==> src/rtl/core/grc_pkg.sv <==
// grc_pkg: shared types and constants for the grid ray caster.
// No dependencies.
`default_nettype none
package grc_pkg;
  localparam int MAP_SIZE      = 32;
  localparam int MAP_BITS      = 5;
  localparam int VIEW_COLS     = 640;
  localparam int VIEW_ROWS     = 480;
  localparam int GUARD_STEPS   = 2 * MAP_SIZE + 4;

  localparam logic OP_WRITE = 1'b0;
  localparam logic OP_CAST  = 1'b1;

  localparam logic [2:0] REG_POS_X   = 3'd0;
  localparam logic [2:0] REG_POS_Y   = 3'd1;
  localparam logic [2:0] REG_DIR_X   = 3'd2;
  localparam logic [2:0] REG_DIR_Y   = 3'd3;
  localparam logic [2:0] REG_PLANE_X = 3'd4;
  localparam logic [2:0] REG_PLANE_Y = 3'd5;

  // Command passed from front to back part.
  typedef struct packed {
    logic       opcode;
    logic [9:0] column;
    logic [4:0] cell_x;
    logic [4:0] cell_y;
    logic [7:0] cell_value;
  } cmd_t;

  typedef struct packed {
    logic [9:0]  out_column;
    logic [8:0]  draw_start;
    logic [8:0]  draw_end;
    logic        hit_side;
    logic [15:0] wall_distance;
    logic [7:0]  hit_cell;
    logic        off_map;
  } res_t;
endpackage
`default_nettype wire

==> src/rtl/core/grc_fifo.sv <==
// grc_fifo: two-entry command queue between the front and back parts.
// Depends on grc_pkg.
`default_nettype none
module grc_fifo (
  input  wire              clk,
  input  wire              rst_n,
  input  wire              push,
  input  grc_pkg::cmd_t    din,
  output logic             full,
  input  wire              pop,
  output grc_pkg::cmd_t    dout,
  output logic             empty
);
  import grc_pkg::*;

  cmd_t       mem_r [2];
  logic       wp_r, rp_r;
  logic [1:0] cnt_r;

  assign full  = (cnt_r == 2'd2);
  assign empty = (cnt_r == 2'd0);
  assign dout  = mem_r[rp_r];

  always_ff @(posedge clk) begin
    if (push && !full) begin
      mem_r[wp_r] <= din;
    end
    if (!rst_n) begin
      wp_r  <= 1'b0;
      rp_r  <= 1'b0;
      cnt_r <= 2'd0;
    end else begin
      if (push && !full) wp_r <= ~wp_r;
      if (pop && !empty) rp_r <= ~rp_r;
      cnt_r <= cnt_r + 2'(push && !full) - 2'(pop && !empty);
    end
  end
endmodule
`default_nettype wire

==> config.mk <==
export PLATFORM = sky130hd
export DESIGN_NAME = grc_fifo
export DESIGN_NICKNAME = d
export VERILOG_FILES = /design/src/rtl/core/grc_pkg.sv /design/src/rtl/core/grc_fifo.sv
export SDC_FILE = /design/constraint.sdc
export NUM_CORES = 1
export LEC_CHECK = 0
export BUFFER_PORTS_ARGS = -buffer_cell sky130_fd_sc_hd__buf_2
export CAP_MARGIN = 20
export CORE_MARGIN = 4
export CORE_UTILIZATION = 30
export DETAILED_ROUTE_END_ITERATION = 16
export MAX_ROUTING_LAYER = met4
export PLACE_DENSITY = 0.49
export SLEW_MARGIN = 0
export SYNTH_ARGS = -nofsm -noshare
export SYNTH_HDL_FRONTEND = slang
export SYNTH_SLANG_ARGS = --single-unit
==> constraint.sdc <==
create_clock -name clk -period 2.3 [get_ports clk]
set_input_delay 0.23 -clock clk [delete_from_list [all_inputs] [get_ports clk]]
set_output_delay 0.23 -clock clk [all_outputs]
set_load 0.02 [all_outputs]
Yosys cells after proc, flatten, opt, wreduce, memory -nomap -nowiden:

Memories as Yosys holds them, arrays and structs flattened. A register that Yosys moved wholly into a read port is not among the register bits.
Cells that the tools add are included.

* bits of input ports: 33
* bits in registers: 4
* memories kept: 1
* memory bits (writable): 58
* word-level logic and storage cells: 18
* output and inout bits: 31

Memories
* mem_r: words 2, bits a word 29, read ports 1, clocked after Yosys merged registers in 1, write ports 1, line grc_fifo.sv:16 `cmd_t mem_r [2];`

* add/subtract/negate cells: 2
* multiplexer cells: 4
* bitwise operators: 2
* eq/ne operators: 1
* reductions and logical operators: 5

Operators with widths (number)
* two-way mux 1 bit: 4
* adder 2 x 1 -> 2 bit: 1
* == test 2 bit, second input constant: 1
* logical AND 1 bit: 2
* zero test 1 bit: 2
* zero test 2 bit: 1
* NOT 1 bit: 2
* subtractor 2 x 1 -> 2 bit: 1

Longest topological paths before layout:

* depth in word-level cells: 5
* mapped depth: 8
* depth with buffers taken out: 8

Worst setup path before layout:

No wires, ideal clock.

* kind: register to register
* start point: register cnt_r[0]
* end point: memory mem_r[0][0] (netlist bit) (enable)
* slack: 0.065 ns
* library setup time: 0.415 ns
* data required time: 1.885 ns
* period minus slack after synthesis: 2.235 ns
* stages on the path, launching flop included: 4
* arrival: 1.820 ns
* path buffers: 0
* cells stage by stage: dfxtp_1 nand2b_1 nand2_1 nor2_1

* word-level cells in the longest chain between the ends: 5

Ends and longest elaborated chain
* start: declaration: line grc_fifo.sv:18 `logic [1:0] cnt_r;`
* start signal: assignment: line grc_fifo.sv:35 `cnt_r <= cnt_r + 2'(push && !full) - 2'(pop && !empty);`
* == test 2 bit: line grc_fifo.sv:20 `assign full = (cnt_r == 2'd2);`
* zero test 1 bit: line grc_fifo.sv:25 `if (push && !full) begin`
* logical AND 1 bit: line grc_fifo.sv:25
* two-way mux 1 bit: line grc_fifo.sv:25
* two-way mux 1 bit (implied by the code): line grc_fifo.sv:26 `mem_r[wp_r] <= din;`
* end: declaration: line grc_fifo.sv:16

Every way passes these cells.

==> flow_summary.json <==
{
  "status": "complete, no violations",
  "drive_gt1_frac": 0.5795,
  "hold_buffers": 0,
  "p_seq_frac": 0.439,
  "met3_usage": 0.03533,
  "netlist_area_sq_um": 2369,
  "peakVddDrop_mv": 0.4689,
  "postSynth.asyncResetShare": 0,
  "required_ns": 2.07,
  "num_vias": 1233,
  "dieArea_sq_um": 9381,
  "whs_endpoint": "mem_r[1][26]",
  "boundaryPins": 64,
  "nets": 225,
  "timing.setup.tns_ns": 0,
  "rows": 32,
  "ys.flop_type": "edfxtp_1",
  "num_antenna_cells": 0,
  "synth_cells": 115,
  "clock-sinks": 63,
  "cts_root_buf": "clkbuf_8",
  "die_y_um": 96.86,
  "crit_path_start_kind": "register",
  "place_inst": 281,
  "whs_ns": 0.08598,
  "io_buffers": 63,
  "fillCellCount": 727,
  "reg2reg_to": "cnt_r[1]",
  "yosys_warnings": 0,
  "hpwl_um": 2937,
  "rrSetupSlack_ns": 0.54,
  "p_int_mw": 2.479,
  "path_class": "register to output port",
  "grt_max_degree": 17,
  "avgViaCountPerCell": 4.152,
  "ys_top_cells_by_count": "edfxtp_1 (58), mux2_2 (19), mux2_4 (10)",
  "drc": 0,
  "synthSimpleGateAreaFrac": 0.02483,
  "worstMarginPinSlew_ns": 0.5027,
  "firstDrtPassIters": 4,
  "yosysUniqueCellTypes": 17,
  "areaGrowthSynthToFinish_pct": 29.21,
  "hold_viol_final": 0,
  "synth_seq_area_share": 0.7776,
  "use_met1": 0.1045,
  "hp-class": "primary input to register",
  "min_from": "din[26]",
  "power_leakage_nw": 1.177,
  "endpoint_kind": "output port",
  "synth_compound_area_frac": 0.003170,
  "gp_congestion": 0.6397,
  "cp.arrival_ns": 1.66,
  "synth_area_leaders": "edfxtp_1 (74%), mux2_2 (9.0%), mux2_4 (6.3%)",
  "synthXorXnorAreaFrac": 0.01109,
  "numCtsBuffers": 9,
  "power.total_mw": 3.485,
  "p_clk_frac": 0.292,
  "insertion_delay_ns": 0.33,
  "postCtsResizedCells": 0,
  "initial_core_util": 0.3081,
  "routed_wl_um": 4201,
  "reg2reg_depth": 8,
  "powerDensity_nw_per_um2": 1139,
  "grt_pass1_vias": 1392,
  "fin_cells": 297,
  "avgSynthCellArea_sq_um": 20.60,
  "postRouteAntennaNets": 0,
  "ctsHtreeMaxLevel": 3,
  "cap_violations": 0,
  "grt_usage": 0.09670,
  "cts_tree": "built",
  "setup_viol": 0,
  "drtIter0Drc": 18,
  "grt_use_met2": 0.1518,
  "seq_area_sq_um": 1843,
  "globalRouteOverflowTotal": 0,
  "die_x_um": 96.86,
  "swShare": 0.2886,
  "holdPathStages": 1,
  "cts.clk_slew.worst_paths_ns": 0.07,
  "cts_setup_buffers": 0,
  "synth_most_common_cell": "edfxtp_1",
  "rsz0062_at_grt": "no",
  "pwr-share-comb": 0.270,
  "synth_top_area_cell": "edfxtp_1",
  "min_period_ns": 1.887,
  "core_area_sq_um": 7687,
  "top_usage_layer": "met2",
  "grt_antenna_before_repair": 0,
  "r2r-start": "cnt_r[0]",
  "grt_pass1_wl_um": 6665,
  "power.switching_mw": 1.006,
  "synth_top_area_frac": 0.7353,
  "fin_skew_ns": 0.005457,
  "critPathMaxFanout": 16,
  "synth_fp_nets": 150,
  "synth_mux_area_frac": 0.1580,
  "synth_top_family_by_area": "multiplexers",
  "slew_headroom": 0.6640,
  "post-route-period-util": 0.8204,
  "max_freq_ghz": 0.5300,
  "cts_buffer_depth": 2,
  "multi_input_area_sq_um": 499.2,
  "slew_violations": 0,
  "yosys.area_share.adder": 0.01057,
  "synth_edf_count": 58,
  "avgRoutedWirePerCell_um": 14.14,
  "synth_seq_cells": 63
}
[kinds of logic (layout without fill, tap and decap cells)]
group,after synthesis,after routing
flops,63,63
mux,30,30
simple gates,11,11
buf+inv,5,85
xor+xnor,3,3
fa+ha+maj,2,2
compound gates,1,1
[power by group through the flow]
| stage | registers [mW] | clock network (mW) | logic (mW) |
|---|---|---|---|
| after floorplan | 1.51 | 0 | 0.691 |
| after global placement | 1.55 | 0 | 0.948 |
| after detailed placement | 1.56 | 0 | 0.965 |
| after CTS | 1.53 | 1.06 | 0.967 |
| after global routing | 1.55 | 1.10 | 1.02 |
| final | 1.53 | 1.02 | 0.940 |
[cell usage in the layout (no fill, tap or decap)]
| cell type | count |
|---|---|
| mux2_2 | 19 |
| clkinv_2 | 2 |
| o21a_1 | 1 |
| edfxtp_1 | 58 |
| dfxtp_1 | 4 |
| nand2_1 | 2 |
| mux2i_1 | 1 |
| and2_1 | 2 |
| nor2_4 | 1 |
| bufinv_16 | 2 |
| xnor2_1 | 3 |
| clkinvlp_4 | 2 |
| ha_1 | 2 |
| dfxtp_2 | 1 |
| inv_1 | 2 |
| mux2_4 | 10 |
| nor2_1 | 1 |
| buf_4 | 2 |
| and3_1 | 1 |
| nor2b_1 | 2 |
| nand2b_1 | 2 |
| buf_12 | 2 |
| buf_2 | 63 |
| clkbuf_8 | 9 |
| clkbuf_1 | 1 |
[metal layers]
layer | up-vias | share of wire
li1 | 590 | -
met1 | 587 | 0.43
met2 | 46 | 0.49
met3 | 10 | 0.054
met4 | 0 | 0.024
met5 | - | 0
[critical path, stage by stage, from the launching register on]
cell	delay [ns]
dfxtp_2	0.59
buf_12	0.22
mux2_2	0.36
buf_2	0.16
[worst max-delay path by stage]
stage | cells past startpoint | to | slack [ns] | start
after floorplan | 3 | mem_r[0][0] | 0.06 | cnt_r[0]
after global placement | 8 | cnt_r[1] | 0.68 | cnt_r[0]
after CTS | 3 | dout[8] | 0.35 | register
final | 3 | dout[8] | 0.41 | register
after global routing | 3 | dout[8] | 0.32 | register
after detailed placement | 8 | cnt_r[1] | 0.54 | cnt_r[0]
[registers in the layout (all words and copies together), names as in the netlist, named ones only]
name / cells
mem_r: 58
wp_r: 1
rp_r: 1
cnt_r: 2
[area by class of cell]
type	instances	area share
multi-input combinational	47	0.1631
timing repair buffer	67	0.1210
clock buffer	10	0.04170
tap	102	0.04170
sequential	63	0.6022
inverter	2	0.002453
clock inverter	6	0.02780
[stage by stage]
| stage | util | area [sq um] | setup slack [ns] |
|---|---|---|---|
| after floorplan | - | 2369 | 0.06484 |
| after global placement | 0.3704 | 2848 | 0.6794 |
| after detailed placement | 0.3704 | 2848 | 0.5440 |
| after CTS | 0.3981 | 3060 | 0.3533 |
| after global routing | 0.3981 | 3060 | 0.3194 |
| final | 0.3981 | 3060 | 0.4131 |
(Power assumes the default switching activity.)
