$ cat config.mk
export PLATFORM = sky130hd
export DESIGN_NAME = grc_front
export DESIGN_NICKNAME = d
export VERILOG_FILES = /design/src/rtl/core/grc_pkg.sv /design/src/rtl/core/grc_front.sv
export SDC_FILE = /design/constraint.sdc
export NUM_CORES = 1
export LEC_CHECK = 0
export CAP_MARGIN = 20
export CELL_PAD_IN_SITES_DETAIL_PLACEMENT = 1
export CELL_PAD_IN_SITES_GLOBAL_PLACEMENT = 1
export CORE_MARGIN = 5
export CORE_UTILIZATION = 41
export DETAILED_ROUTE_END_ITERATION = 8
export DONT_BUFFER_PORTS = 1
export GPL_TIMING_DRIVEN = 0
export PLACE_DENSITY = 0.85
export SYNTH_ARGS = -nofsm -noshare
export SYNTH_HDL_FRONTEND = slang
export SYNTH_SLANG_ARGS = --single-unit
$ cat constraint.sdc
create_clock -name clk -period 1.3 [get_ports clk]
set_input_delay 0.195 -clock clk [delete_from_list [all_inputs] [get_ports clk]]
set_output_delay 0.195 -clock clk [all_outputs]
set_load 0.02 [all_outputs]
$ cat src/rtl/core/grc_pkg.sv
// grc_pkg: shared types and constants for the grid ray caster.
// No dependencies.
`default_nettype none
package grc_pkg;
  localparam int MAP_SIZE      = 32;
  localparam int MAP_BITS      = 5;
  localparam int VIEW_COLS     = 640;
  localparam int VIEW_ROWS     = 480;
  localparam int GUARD_STEPS   = 2 * MAP_SIZE + 4;

  localparam logic OP_WRITE = 1'b0;
  localparam logic OP_CAST  = 1'b1;

  localparam logic [2:0] REG_POS_X   = 3'd0;
  localparam logic [2:0] REG_POS_Y   = 3'd1;
  localparam logic [2:0] REG_DIR_X   = 3'd2;
  localparam logic [2:0] REG_DIR_Y   = 3'd3;
  localparam logic [2:0] REG_PLANE_X = 3'd4;
  localparam logic [2:0] REG_PLANE_Y = 3'd5;

  // Command passed from front to back part.
  typedef struct packed {
    logic       opcode;
    logic [9:0] column;
    logic [4:0] cell_x;
    logic [4:0] cell_y;
    logic [7:0] cell_value;
  } cmd_t;

  typedef struct packed {
    logic [9:0]  out_column;
    logic [8:0]  draw_start;
    logic [8:0]  draw_end;
    logic        hit_side;
    logic [15:0] wall_distance;
    logic [7:0]  hit_cell;
    logic        off_map;
  } res_t;
endpackage
`default_nettype wire

$ cat src/rtl/core/grc_front.sv
// grc_front: accepts input items and holds the camera registers.
// Depends on grc_pkg.
`default_nettype none
module grc_front (
  input  wire             clk,
  input  wire             rst_n,
  input  wire             in_opcode,
  input  wire  [9:0]      in_column,
  input  wire  [4:0]      in_cell_x,
  input  wire  [4:0]      in_cell_y,
  input  wire  [7:0]      in_cell_value,
  output grc_pkg::cmd_t   cmd,
  input  wire             cfg_we,
  input  wire  [2:0]      cfg_index,
  input  wire  [15:0]     cfg_data,
  output logic [14:0]     pos_x_r,
  output logic [14:0]     pos_y_r,
  output logic [15:0]     dir_x_r,
  output logic [15:0]     dir_y_r,
  output logic [15:0]     plane_x_r,
  output logic [15:0]     plane_y_r
);
  import grc_pkg::*;

  assign cmd = '{opcode: in_opcode, column: in_column, cell_x: in_cell_x,
                 cell_y: in_cell_y, cell_value: in_cell_value};

  always_ff @(posedge clk) begin
    if (!rst_n) begin
      pos_x_r   <= 15'd16896;
      pos_y_r   <= 15'd16896;
      dir_x_r   <= 16'hC000;
      dir_y_r   <= 16'd0;
      plane_x_r <= 16'd0;
      plane_y_r <= 16'd10813;
    end else if (cfg_we) begin
      case (cfg_index)
        REG_POS_X:   pos_x_r   <= cfg_data[14:0];
        REG_POS_Y:   pos_y_r   <= cfg_data[14:0];
        REG_DIR_X:   dir_x_r   <= cfg_data;
        REG_DIR_Y:   dir_y_r   <= cfg_data;
        REG_PLANE_X: plane_x_r <= cfg_data;
        REG_PLANE_Y: plane_y_r <= cfg_data;
        default: ;
      endcase
    end
  end
endmodule
`default_nettype wire

# Word level (Yosys, flattened, before mapping)

Cells that the tools add are included.

Register bits: 94
Input bits: 51
Output and inout port bits: 123
Word-level logic and storage cells: 18

Equality and inequality tests: 5
Reduce and logical (&&, ||, !) cells: 7

Operators with widths:

| kind                                          | count |
|---|---|
| AND reduction 2 bit                           | 6 |
| == test 3 x 2 -> 1 bit, second input constant | 2 |
| == test 3 bit, second input constant          | 2 |
| == test 3 x 1 -> 1 bit, second input constant | 1 |
| zero test 3 bit                               | 1 |

# Logic depth before layout (Yosys ltp)

Gate-level depths: netlist of run 1.

Depth after elaboration: 2
Mapped depth: 4
Depth with buffers taken out: 2

# Worst setup path before layout of run 1

Ideal clock, no wire load.

Path kind: in2reg
Start: input port cfg_index[1]
End: register pos_x_r[14]
Setup time: 0.124 ns
Data arrival time: 1.117 ns
Required time: 1.176 ns
Setup slack: 0.058 ns
Cell stages on the path: 4
Path buffers: 2
Cell sequence: or4b_1 -> buf_6 -> buf_12 -> mux2i_1

Longest elaborated chain between the ends: 2

Ends and longest elaborated chain:

| element                       | RTL line        | RTL |
|---|---|---|
| start: declaration            | grc_front.sv:14 | `input wire [2:0] cfg_index,` |
| zero test 3 bit               | grc_front.sv:37 | `case (cfg_index)` |
| AND reduction 2 bit (no line) | -               |  |
| end signal: assignment        | grc_front.sv:38 | `REG_POS_X: pos_x_r <= cfg_data[14:0];` |
| end: declaration              | grc_front.sv:16 | `output logic [14:0] pos_x_r,` |

No other way between the ends.
A chain may end at the register's enable or synchronous reset.

==> metrics.yaml, run 1 <==
path_buf_inv: 2
place_hpwl_um: 8138
ir_drop_v: 0.0005080
vias_per_cell: 5.138
fin_area_um2: 4114
grt_max_degree: 18
core-area_um2: 9109
cts_root_buffer: "clkbuf_8"
cellLeakagePower_nw: 1.923
placed_area_um2: 3905
setup_viol: 0
max_cap_violations: 0
drt_iter0_drc: 85
ant_nets: 0
status: "finished clean"
start_util_pct: 41.35
yosysUniqueCellTypes: 16
die_w_um: 105.8
holdCritPathClass: "in -> reg"
slowest_delay_ps: 440
syn_nets: 421
n_antenna_cell: 0
rsz0062_at_grt: "no"
final_cells: 500
cp_max_fo: 10
start_kind: "input pin"
min_period_ps: 1188
cp_cell_sequence: "clkbuf_1, clkbuf_1, nand2_1, mux2i_1"
synthToLayoutAreaGrowth_pct: 9.236
worstSetupEndpointType: "flip-flop"
antenna_found_initial: 0
die-height_um: 105.8
grt.total_usage_pct: 18.27
drive_gt1_share_pct: 14.65
ys_seq_area_share_pct: 49.97
use_met3_pct: 6.675
wire_per_inst_um: 20.86
path_class: "in -> reg"
syn_inst: 370
grt_overflow: 0
netlist_area_um2: 3766
cts_buffer_depth: 2
grt_pass1_wl_um: 15750
place.gp.congestion: 0.6800
crit_path_top_delay_cell: "clkbuf_1"
cp.arrival_ps: 1470
cts_max_level: 3
clk-insertion-delay-late_ps: 350
avgSynthCellArea_um2: 10.18
grt_pass1_vias: 2851
place_ws_ps: -283.1
synth-seq-cells: 94
grt-busiest-layer: "met2"
drc: 0
die_area_um2: 11200
drv_slew: 0
vias: 2569
fin_skew_ps: 0
yosysWarnings: 0
fmax_mhz: 842.0
wl_um: 10430
cts.clk_slew.worst_paths_ps: 90
fin_ws_ps: 112.3
slew_headroom_pct: 41.43
cts_resized: 0
cts_tree: "done"
power_density_nw_per_um2: 1297
io_buffer_count: 0
met1_usage_pct: 19.89
timing.critical_path.mode_cell: "clkbuf_1"
numCtsBuffers: 9
drt_pre_antenna_iters: 4
nets: 435
hold_viol_final: 0
ioPinCount: 174
cp.required_ps: 1580
min_period_over_period_pct: 91.36
timing.hold.ws_ps: 19.25
core.rowCount: 35
place_inst: 481
cts_num_sinks: 94
worstMarginPinSlew_ps: 866.7
grt.met2_usage_pct: 32.79
crit_family: "buffers and inverters"
cell usage after synthesis, drive strengths merged:
| cell type | instances | area share, % |
|---|---|---|
| and4b | 1 | 0.30 |
| and4bb | 1 | 0.33 |
| buf | 41 | 8.0 |
| clkbuf | 13 | 1.3 |
| dfxtp | 94 | 50 |
| mux2i | 94 | 25 |
| nand2 | 96 | 9.6 |
| nand4b | 2 | 0.47 |
| nand4bb | 2 | 0.60 |
| nor2b | 24 | 4.0 |
| nor4bb | 1 | 0.27 |
| or4b | 1 | 0.27 |
final cells by class:
class                           instances  area (um^2)
Buffer                                 54        349.1
Clock buffer                           10        127.6
Clock inverter                          6        51.30
Fill cell                            1020         4995
Multi-Input combinational cell        222         1535
Sequential cell                        94         1882
Tap cell                              111        138.9
Timing Repair Buffer                    3        30.03
flip-flops by register name (all words and copies together), names as in the netlist:
name	count
dir_y_r	16
dir_x_r	16
plane_x_r	16
pos_x_r	15
plane_y_r	16
pos_y_r	15
worst reg2reg max path, cell delays in order, from the launching register on:
cell and delay (ps):
dfxtp_1 460, nand2_1 110, mux2i_1 180
cells by family after synthesis:
kind of cell / Yosys count / share of synthesized area, %
flops: 94 / 49.97
simple gates: 128 / 15.78
mux: 94 / 24.98
buf+inv: 54 / 9.269
cells in the final DEF (no fill, tap or decap):
| cell type | count |
|---|---|
| nand2_1 | 96 |
| mux2i_1 | 94 |
| dfxtp_1 | 94 |
| buf_4 | 30 |
| nor2b_1 | 24 |
| clkbuf_1 | 14 |
| clkbuf_8 | 9 |
| buf_2 | 8 |
| inv_6 | 4 |
| dlygate4sd3_1 | 3 |
| nand4bb_1 | 2 |
| nand4b_1 | 2 |
| or4b_1 | 1 |
| buf_6 | 1 |
| buf_12 | 1 |
| and4bb_2 | 1 |
| nor4bb_1 | 1 |
| and4b_2 | 1 |
| buf_1 | 1 |
| clkinv_4 | 1 |
| clkinvlp_4 | 1 |
worst paths after layout:
kind | startpoint | endpoint | slack [ps] | cells after the start
worst max-delay path | rst_n | pos_y_r[3]$_SDFFE_PN0P_ | 110 | 4
worst min register to register | pos_x_r[10]$_SDFFE_PN0P_ | pos_x_r[10]$_SDFFE_PN0P_ | 570 | 2
worst max register to register | dir_x_r[4]$_SDFFE_PN0P_ | dir_x_r[4]$_SDFFE_PN0P_ | 490 | 2
worst min-delay path | cfg_data[3] | plane_y_r[3]$_SDFFE_PN1P_ | 20 | 2
power breakdown:
part | internal, mW | total (mW) | switching [mW]
combinational | 0.169 | 0.434 | 0.265
clock | 0.728 | 1.83 | 1.11
sequential | 2.94 | 3.07 | 0.126
total | 3.84 | 5.34 | 1.50
per-layer routing:
| layer | vias up | wire length [um] |
|---|---|---|
| met5 | - | 0 |
| met4 | 0 | 141 |
| met3 | 12 | 1049 |
| met2 | 116 | 5252 |
| met1 | 1226 | 3989 |
| li1 | 1215 | - |
repair_timing:
item | 4_1_cts | 5_1_grt
setup endpoints to repair | 0 | 0
buffers inserted | 0 | 0
hold buffers | 2 | 1
hold endpoints to repair | 2 | 1
stage by stage:
stage	TNS [ps]	total power, mW	utilization, %
global placement	-10180	3.556	42.87
global route	0	5.572	45.16
detailed placement	-15310	3.570	42.87
finish	0	5.337	45.16
CTS	0	5.391	45.05
floorplan	0	3.460	-
Power figures use the tool's default switching activity.
==> run 2: changes to the inputs <==
--- a/config.mk
+++ b/config.mk
@@ -13,7 +13,9 @@
 export DETAILED_ROUTE_END_ITERATION = 8
 export DONT_BUFFER_PORTS = 1
 export GPL_TIMING_DRIVEN = 0
+export MAX_ROUTING_LAYER = met4
 export PLACE_DENSITY = 0.85
 export SYNTH_ARGS = -nofsm -noshare
 export SYNTH_HDL_FRONTEND = slang
 export SYNTH_SLANG_ARGS = --single-unit
+export TNS_END_PERCENT = 50
==> run 2 against run 1 <==
Compared with the run above:
- total power grew 0.22%
- global-route usage grew 0.51 points
- hold slack lost 1.3 ps
- clock skew is the same
- non-clock buffer count is the same
- sequential share of layout area is essentially flat
- via count rose by 0.78%
- cell area hardly changed
- fmax increased by 3.1%
- critical path type unchanged
==> metrics.yaml, run 2 (same netlist as run 1, synthesis figures left out) <==
status: "finished clean"
worstSetupEndpointType: "flip-flop"
rrSetupSlack_ps: 470  # -20 ps
place_ws_ps: -283.1  # unchanged
grt_overflow: 0  # unchanged
cts_buffer_depth: 2  # unchanged
drive_gt1_share_pct: 14.91  # +0.26 points
grt_max_degree: 18  # unchanged
cts_tree: "done"
place_inst: 481  # unchanged
core-area_um2: 9109  # unchanged
hold_viol_final: 0  # unchanged
die_w_um: 105.8  # unchanged
die_area_um2: 11200  # unchanged
ant_nets: 0  # unchanged
start_util_pct: 41.35  # unchanged
grt_pass1_vias: 2861  # +0.35%
min_period_ps: 1152  # -35.75 ps
r2r_end: "pos_x_r[6]$_SDFFE_PN0P_"
start_kind: "input pin"
fmax_mhz: 868.1  # +3.1%
wire_per_inst_um: 21.01  # +0.70%
crit_path_top_delay_cell: "clkbuf_1"
drt_pre_antenna_iters: 4  # unchanged
holdCritPathClass: "in -> reg"
power_density_nw_per_um2: 1300  # +0.19%
post-cts-setup-buffer-count: 0  # unchanged
cellLeakagePower_nw: 1.926  # +0.15%
cts_num_sinks: 94  # unchanged
ir_drop_v: 0.0005159  # +1.6%
slew_headroom_pct: 41.44  # about the same
fin_skew_ps: 0  # unchanged
io_buffer_count: 0  # unchanged
place_hpwl_um: 8138  # unchanged
fin_util_pct: 45.18  # about the same
wl_um: 10510  # +0.70%
die-height_um: 105.8  # unchanged
cts.clk_slew.worst_paths_ps: 100  # about the same
ioPinCount: 174  # unchanged
rr_startpoint: "pos_x_r[6]$_SDFFE_PN0P_"
cp_cell_sequence: "clkbuf_1, clkbuf_1, nand2_1, mux2i_1"
final_cells: 500  # unchanged
timing.critical_path.mode_cell: "clkbuf_1"
mostFrequentLayoutCell: "nand2_1"
max_cap_violations: 0  # unchanged
drv_slew: 0  # unchanged
timing.hold.ws_ps: 17.99  # -1.261 ps
min_to: "plane_y_r[3]$_SDFFE_PN1P_"
clk-insertion-delay-late_ps: 350  # about the same
vias_per_cell: 5.178  # +0.78%
drt_iter0_drc: 111  # +31%
cp_max_fo: 10  # unchanged
min_period_over_period_pct: 88.61  # -2.7 points
hold_path_startpoint: "cfg_data[3]"
vias: 2589  # +0.78%
place.gp.congestion: 0.6869  # +1.0%
antenna_found_initial: 0  # unchanged
worstMarginPinSlew_ps: 866.6  # -0.1058 ps
slowest_delay_ps: 410  # -30 ps
setup_viol: 0  # unchanged
cts_max_level: 3  # unchanged
synthToLayoutAreaGrowth_pct: 9.269  # about the same
cp.required_ps: 1590  # about the same
drc: 0  # unchanged
core.rowCount: 35  # unchanged
grt_pass1_wl_um: 15700  # -0.26%
cts_root_buffer: "clkbuf_8"
r2r_cells: 2  # unchanged
nets: 435  # unchanged
power_mw: 5.348  # +0.22%
fin_ws_ps: 148.1  # +35.75 ps
cp.arrival_ps: 1440  # -30 ps
grt.total_usage_pct: 18.78  # +0.51 points
hold_depth: 2  # unchanged
n_antenna_cell: 0  # unchanged
final_cell_mix: "nand2_1 (96), mux2i_1 (94), dfxtp_1 (94)"
numCtsBuffers: 9  # unchanged
path_class: "in -> reg"
[run 2: cell counts in the layout (fill, tap and decap cells not counted)]
Identical to the previous run, type by type.
[run 2: layout make-up]
cell class	count	area, um^2
clock inverter	6	51.30
sequential	94	1882
tap	111	138.9
multi-input combinational	222	1535
buffer	54	350.3
clock buffer	10	127.6
fill	1020	4994
timing repair buffer	3	30.03
[run 2: worst max-delay path by stage]
stage,startpoint,end,depth (start not counted)
3_3_place_gp,rst_n,pos_y_r[1]$_SDFFE_PN0P_,4
5_1_grt,rst_n,pos_y_r[8]$_SDFFE_PN0P_,4
3_5_place_dp,rst_n,pos_y_r[3]$_SDFFE_PN0P_,4
4_1_cts,rst_n,pos_y_r[3]$_SDFFE_PN0P_,4
6_report,rst_n,pos_y_r[8]$_SDFFE_PN0P_,4
2_1_floorplan,cfg_index[1],pos_x_r[14]$_SDFFE_PN1P_,4
[run 2: power by group]
group | switching (mW) | total, mW | internal (mW)
Sequential | 0.127 | 3.07 | 2.94
Clock | 1.12 | 1.85 | 0.729
Combinational | 0.265 | 0.434 | 0.169
[run 2: what timing repair did]
| action | in CTS | in global routing |
|---|---|---|
| resized for setup | 0 | 2 |
| setup endpoints to repair | 0 | 2 |
| hold endpoints to repair | 2 | 1 |
| hold buffers | 2 | 1 |
[run 2: through the flow]
stage	cell area [um^2]	setup TNS, ps
after global placement	3905	-10180
after global routing	4115	-36.07
after floorplan	3766	0
after CTS	4104	0
final	4115	0
after detailed placement	3905	-15310
[run 2: layer usage]
| metal | part of all wire (%) | global-route usage (%) |
|---|---|---|
| met1 | 39 | 20.23 |
| met2 | 50 | 32.92 |
| met3 | 9.6 | 5.940 |
| met4 | 1.3 | 5.920 |
| met5 | 0 | - |
[run 2: worst max-delay path: cells and delay by family]
kind	cells	cell delay, ps
and+or+nand+nor	1	300
buffers and inverters	2	710
muxes	1	230
==> run 3: changes to the inputs <==
--- a/config.mk
+++ b/config.mk
@@ -5,16 +5,17 @@
 export SDC_FILE = /design/constraint.sdc
 export NUM_CORES = 1
 export LEC_CHECK = 0
+export ABC_AREA = 1
+export BUFFER_PORTS_ARGS = -buffer_cell sky130_fd_sc_hd__buf_2
 export CAP_MARGIN = 20
 export CELL_PAD_IN_SITES_DETAIL_PLACEMENT = 1
 export CELL_PAD_IN_SITES_GLOBAL_PLACEMENT = 1
 export CORE_MARGIN = 5
-export CORE_UTILIZATION = 41
+export CORE_UTILIZATION = 29
 export DETAILED_ROUTE_END_ITERATION = 8
-export DONT_BUFFER_PORTS = 1
 export GPL_TIMING_DRIVEN = 0
 export MAX_ROUTING_LAYER = met4
-export PLACE_DENSITY = 0.85
+export PLACE_DENSITY = 0.87
 export SYNTH_ARGS = -nofsm -noshare
 export SYNTH_HDL_FRONTEND = slang
 export SYNTH_SLANG_ARGS = --single-unit
==> run 3 against run 2 <==
Compared with the run above:
- flip-flop and latch count stayed put
- combinational power is 130% higher
- register-to-register slack better by 230 ps
- global-route usage down 0.62 points
- synthesized area grew 4.9%
- cell area increased by 26%
- clock-buffer cell count rose by 2
- via count rose by 55%
- critical path type unchanged
- largest cell class unchanged
==> metrics.yaml, run 3 <==
status: "finished clean"
cts_num_sinks: 94  # unchanged
place_hpwl_um: 10780  # +32%
timing.hold.ws_ps: 76.52  # +58.53 ps
nets: 763  # +75%
cellLeakagePower_nw: 2.648  # +37%
min_period_ps: 1120  # -31.43 ps
start_kind: "input pin"
synth_area_leaders: "dfxtp_1 (48%), nor2_1 (15%), nand3_1 (12%)"
cts_tree: "done"
ioPinCount: 174  # unchanged
synth_ff_type: "dfxtp_1"
cp_cell_sequence: "buf_2, inv_1, nor2_1, nand2_1, nand2_1, nand3_1"
worstSetupEndpointType: "flip-flop"
die-height_um: 126.7  # +20%
drt_iter0_drc: 254  # +130%
numCtsBuffers: 9  # unchanged
yosys.area.top_type: "dfxtp_1"
place.gp.congestion: 0.8243  # +20%
core.rowCount: 42  # +20%
place_ws_ps: -161.4  # +121.7 ps
synth.most_common_cell: "nor2_1"
ys_seq_area_share_pct: 47.64  # -2.3 points
cts_buffer_depth: 2  # unchanged
multi_input_area_um2: 1597  # +4.0%
grt_overflow: 0  # unchanged
path_class: "in -> reg"
synth_top_area_share_pct: 47.64  # -2.3 points
setup_viol: 0  # unchanged
cts_resized: 0  # unchanged
grt_pass1_wl_um: 21800  # +39%
grt.total_usage_pct: 18.16  # -0.62 points
final_cell_mix: "nor2_1 (163), buf_2 (157), nand2_1 (117)"
yosysWarnings: 0  # unchanged
max_cap_violations: 0  # unchanged
hold_viol_final: 0  # unchanged
holdBufCountCts: 0  # -2
mostFrequentLayoutCell: "nor2_1"
cp.arrival_ps: 1340  # -100 ps
synthToLayoutAreaGrowth_pct: 31.39
drive_gt1_share_pct: 30.82  # +16 points
io_buffer_count: 143  # +143
min_period_over_period_pct: 86.19  # -2.4 points
avgSynthCellArea_um2: 7.079  # -30%
vias_per_cell: 4.475  # -14%
nFillCells: 1727  # +69%
syn_inst: 558  # +51%
ff_latch_area_um2: 1882  # unchanged
cts_max_level: 3  # unchanged
tns_ps: 0  # unchanged
drc: 0  # unchanged
post-cts-setup-buffer-count: 0  # unchanged
place_inst: 877  # +82%
grt_max_degree: 15  # -3
final_cells: 894  # +79%
cts.clk_slew.worst_paths_ps: 70  # -30 ps
yosysUniqueCellTypes: 13  # -3
timing.critical_path.mode_cell: "nand2_1"
cp.required_ps: 1510  # -80 ps
die_w_um: 126.7  # +20%
netlist_area_um2: 3950  # +4.9%
ant_nets: 0  # unchanged
wl_um: 14330  # +36%
ys_async_sr_fraction_pct: 0  # unchanged
clk-insertion-delay-late_ps: 340  # about the same
antenna_found_initial: 1  # +1
slew_headroom_pct: 61.79  # +20 points
wire_per_inst_um: 16.03  # -24%
fin_util_pct: 39.04  # -6.1 points
grt_pass1_vias: 4028  # +41%
synth_edf_count: 0  # unchanged
holdCritPathClass: "in -> reg"
cts_root_buffer: "clkbuf_16"
ir_drop_v: 0.0005364  # +4.0%
die_area_um2: 16060  # +43%
fin_ws_ps: 179.5  # +31.43 ps
worstMarginPinSlew_ps: 573.1  # -293.5 ps
crit_path_top_delay_cell: "nor2_1"
rsz0062_at_grt: "no"
fin_skew_ps: 0  # unchanged
power_density_nw_per_um2: 1295  # -0.39%
start_util_pct: 29.71  # -12 points
core-area_um2: 13300  # +46%
synth-seq-cells: 94  # unchanged
drt_pre_antenna_iters: 4  # unchanged
slowest_delay_ps: 380  # -30 ps
synth_common_cells: "nor2_1 (163), nand2_1 (117), dfxtp_1 (94), nand3_1 (94), buf_4 (39)"
cp_max_fo: 8  # -2
drv_slew: 0  # unchanged
syn_nets: 609  # +45%
vias: 4001  # +55%
fmax_mhz: 892.5  # +2.8%
-- run 3: cell count changes after synthesis, sizes merged, moves of 22 or more --
cell and delta:
nor2 +170, mux2i -94, nand3 +94, nor2b -24, inv +22, nand2 +22
-- run 3: path summary, 6_finish.rpt --
kind                            cells after the start                        from  slack, ps                    endpoint
worst max-delay path                                6                cfg_index[0]        180   plane_y_r[5]$_SDFFE_PN1P_
worst min-delay path                                3                 cfg_data[0]         80   plane_y_r[0]$_SDFFE_PN1P_
worst max register to register                      2     dir_y_r[3]$_SDFFE_PN0P_        700     dir_y_r[3]$_SDFFE_PN0P_
worst min register to register                      2  plane_y_r[11]$_SDFFE_PN1P_        460  plane_y_r[11]$_SDFFE_PN1P_
-- run 3: cells by family (layout without fill, tap and decap cells) --
group,count (synthesis),in the layout,share of synthesized area [%]
and+or+nand+nor,382,382,40.42
DFF,94,94,47.64
buffers and inverters,82,241,11.94
other,0,1,0
-- run 3: final cells by class --
class / instances / share of cell area, %
Antenna cell: 1 / 0.04822
Buffer: 60 / 7.498
Clock buffer: 12 / 4.942
Clock inverter: 4 / 0.8679
Inverter: 22 / 1.591
Multi-Input combinational cell: 382 / 30.76
Sequential cell: 94 / 36.26
Tap cell: 176 / 4.243
Timing Repair Buffer: 143 / 13.79
-- run 3: through the flow --
step                      power, mW  area (um^2)
after floorplan               3.725         3950
after global placement        4.059         4886
after detailed placement      4.081         4886
after CTS                     6.809         5187
after global routing          7.020         5190
final                         6.719         5190
-- run 3: per-layer routing --
metal  vias to the layer above  share of wire, %  GRT usage, %
met3                        13               6.0         5.002
met4                         0               1.5         5.363
met2                       100                49         29.36
met5                         -                 0             -
met1                      1876                43         22.19
li1                       2012                 -             -
-- run 3: power by group --
group / switching (mW) / internal [mW]
combinational: 0.653 / 0.325
sequential: 0.0483 / 2.98
clock: 1.12 / 1.59
-- run 3: worst max-delay path, delay by kind of cell --
kind                   cells  cell delay, ps
AND/OR/NAND/NOR            4             950
buffers and inverters      2             190
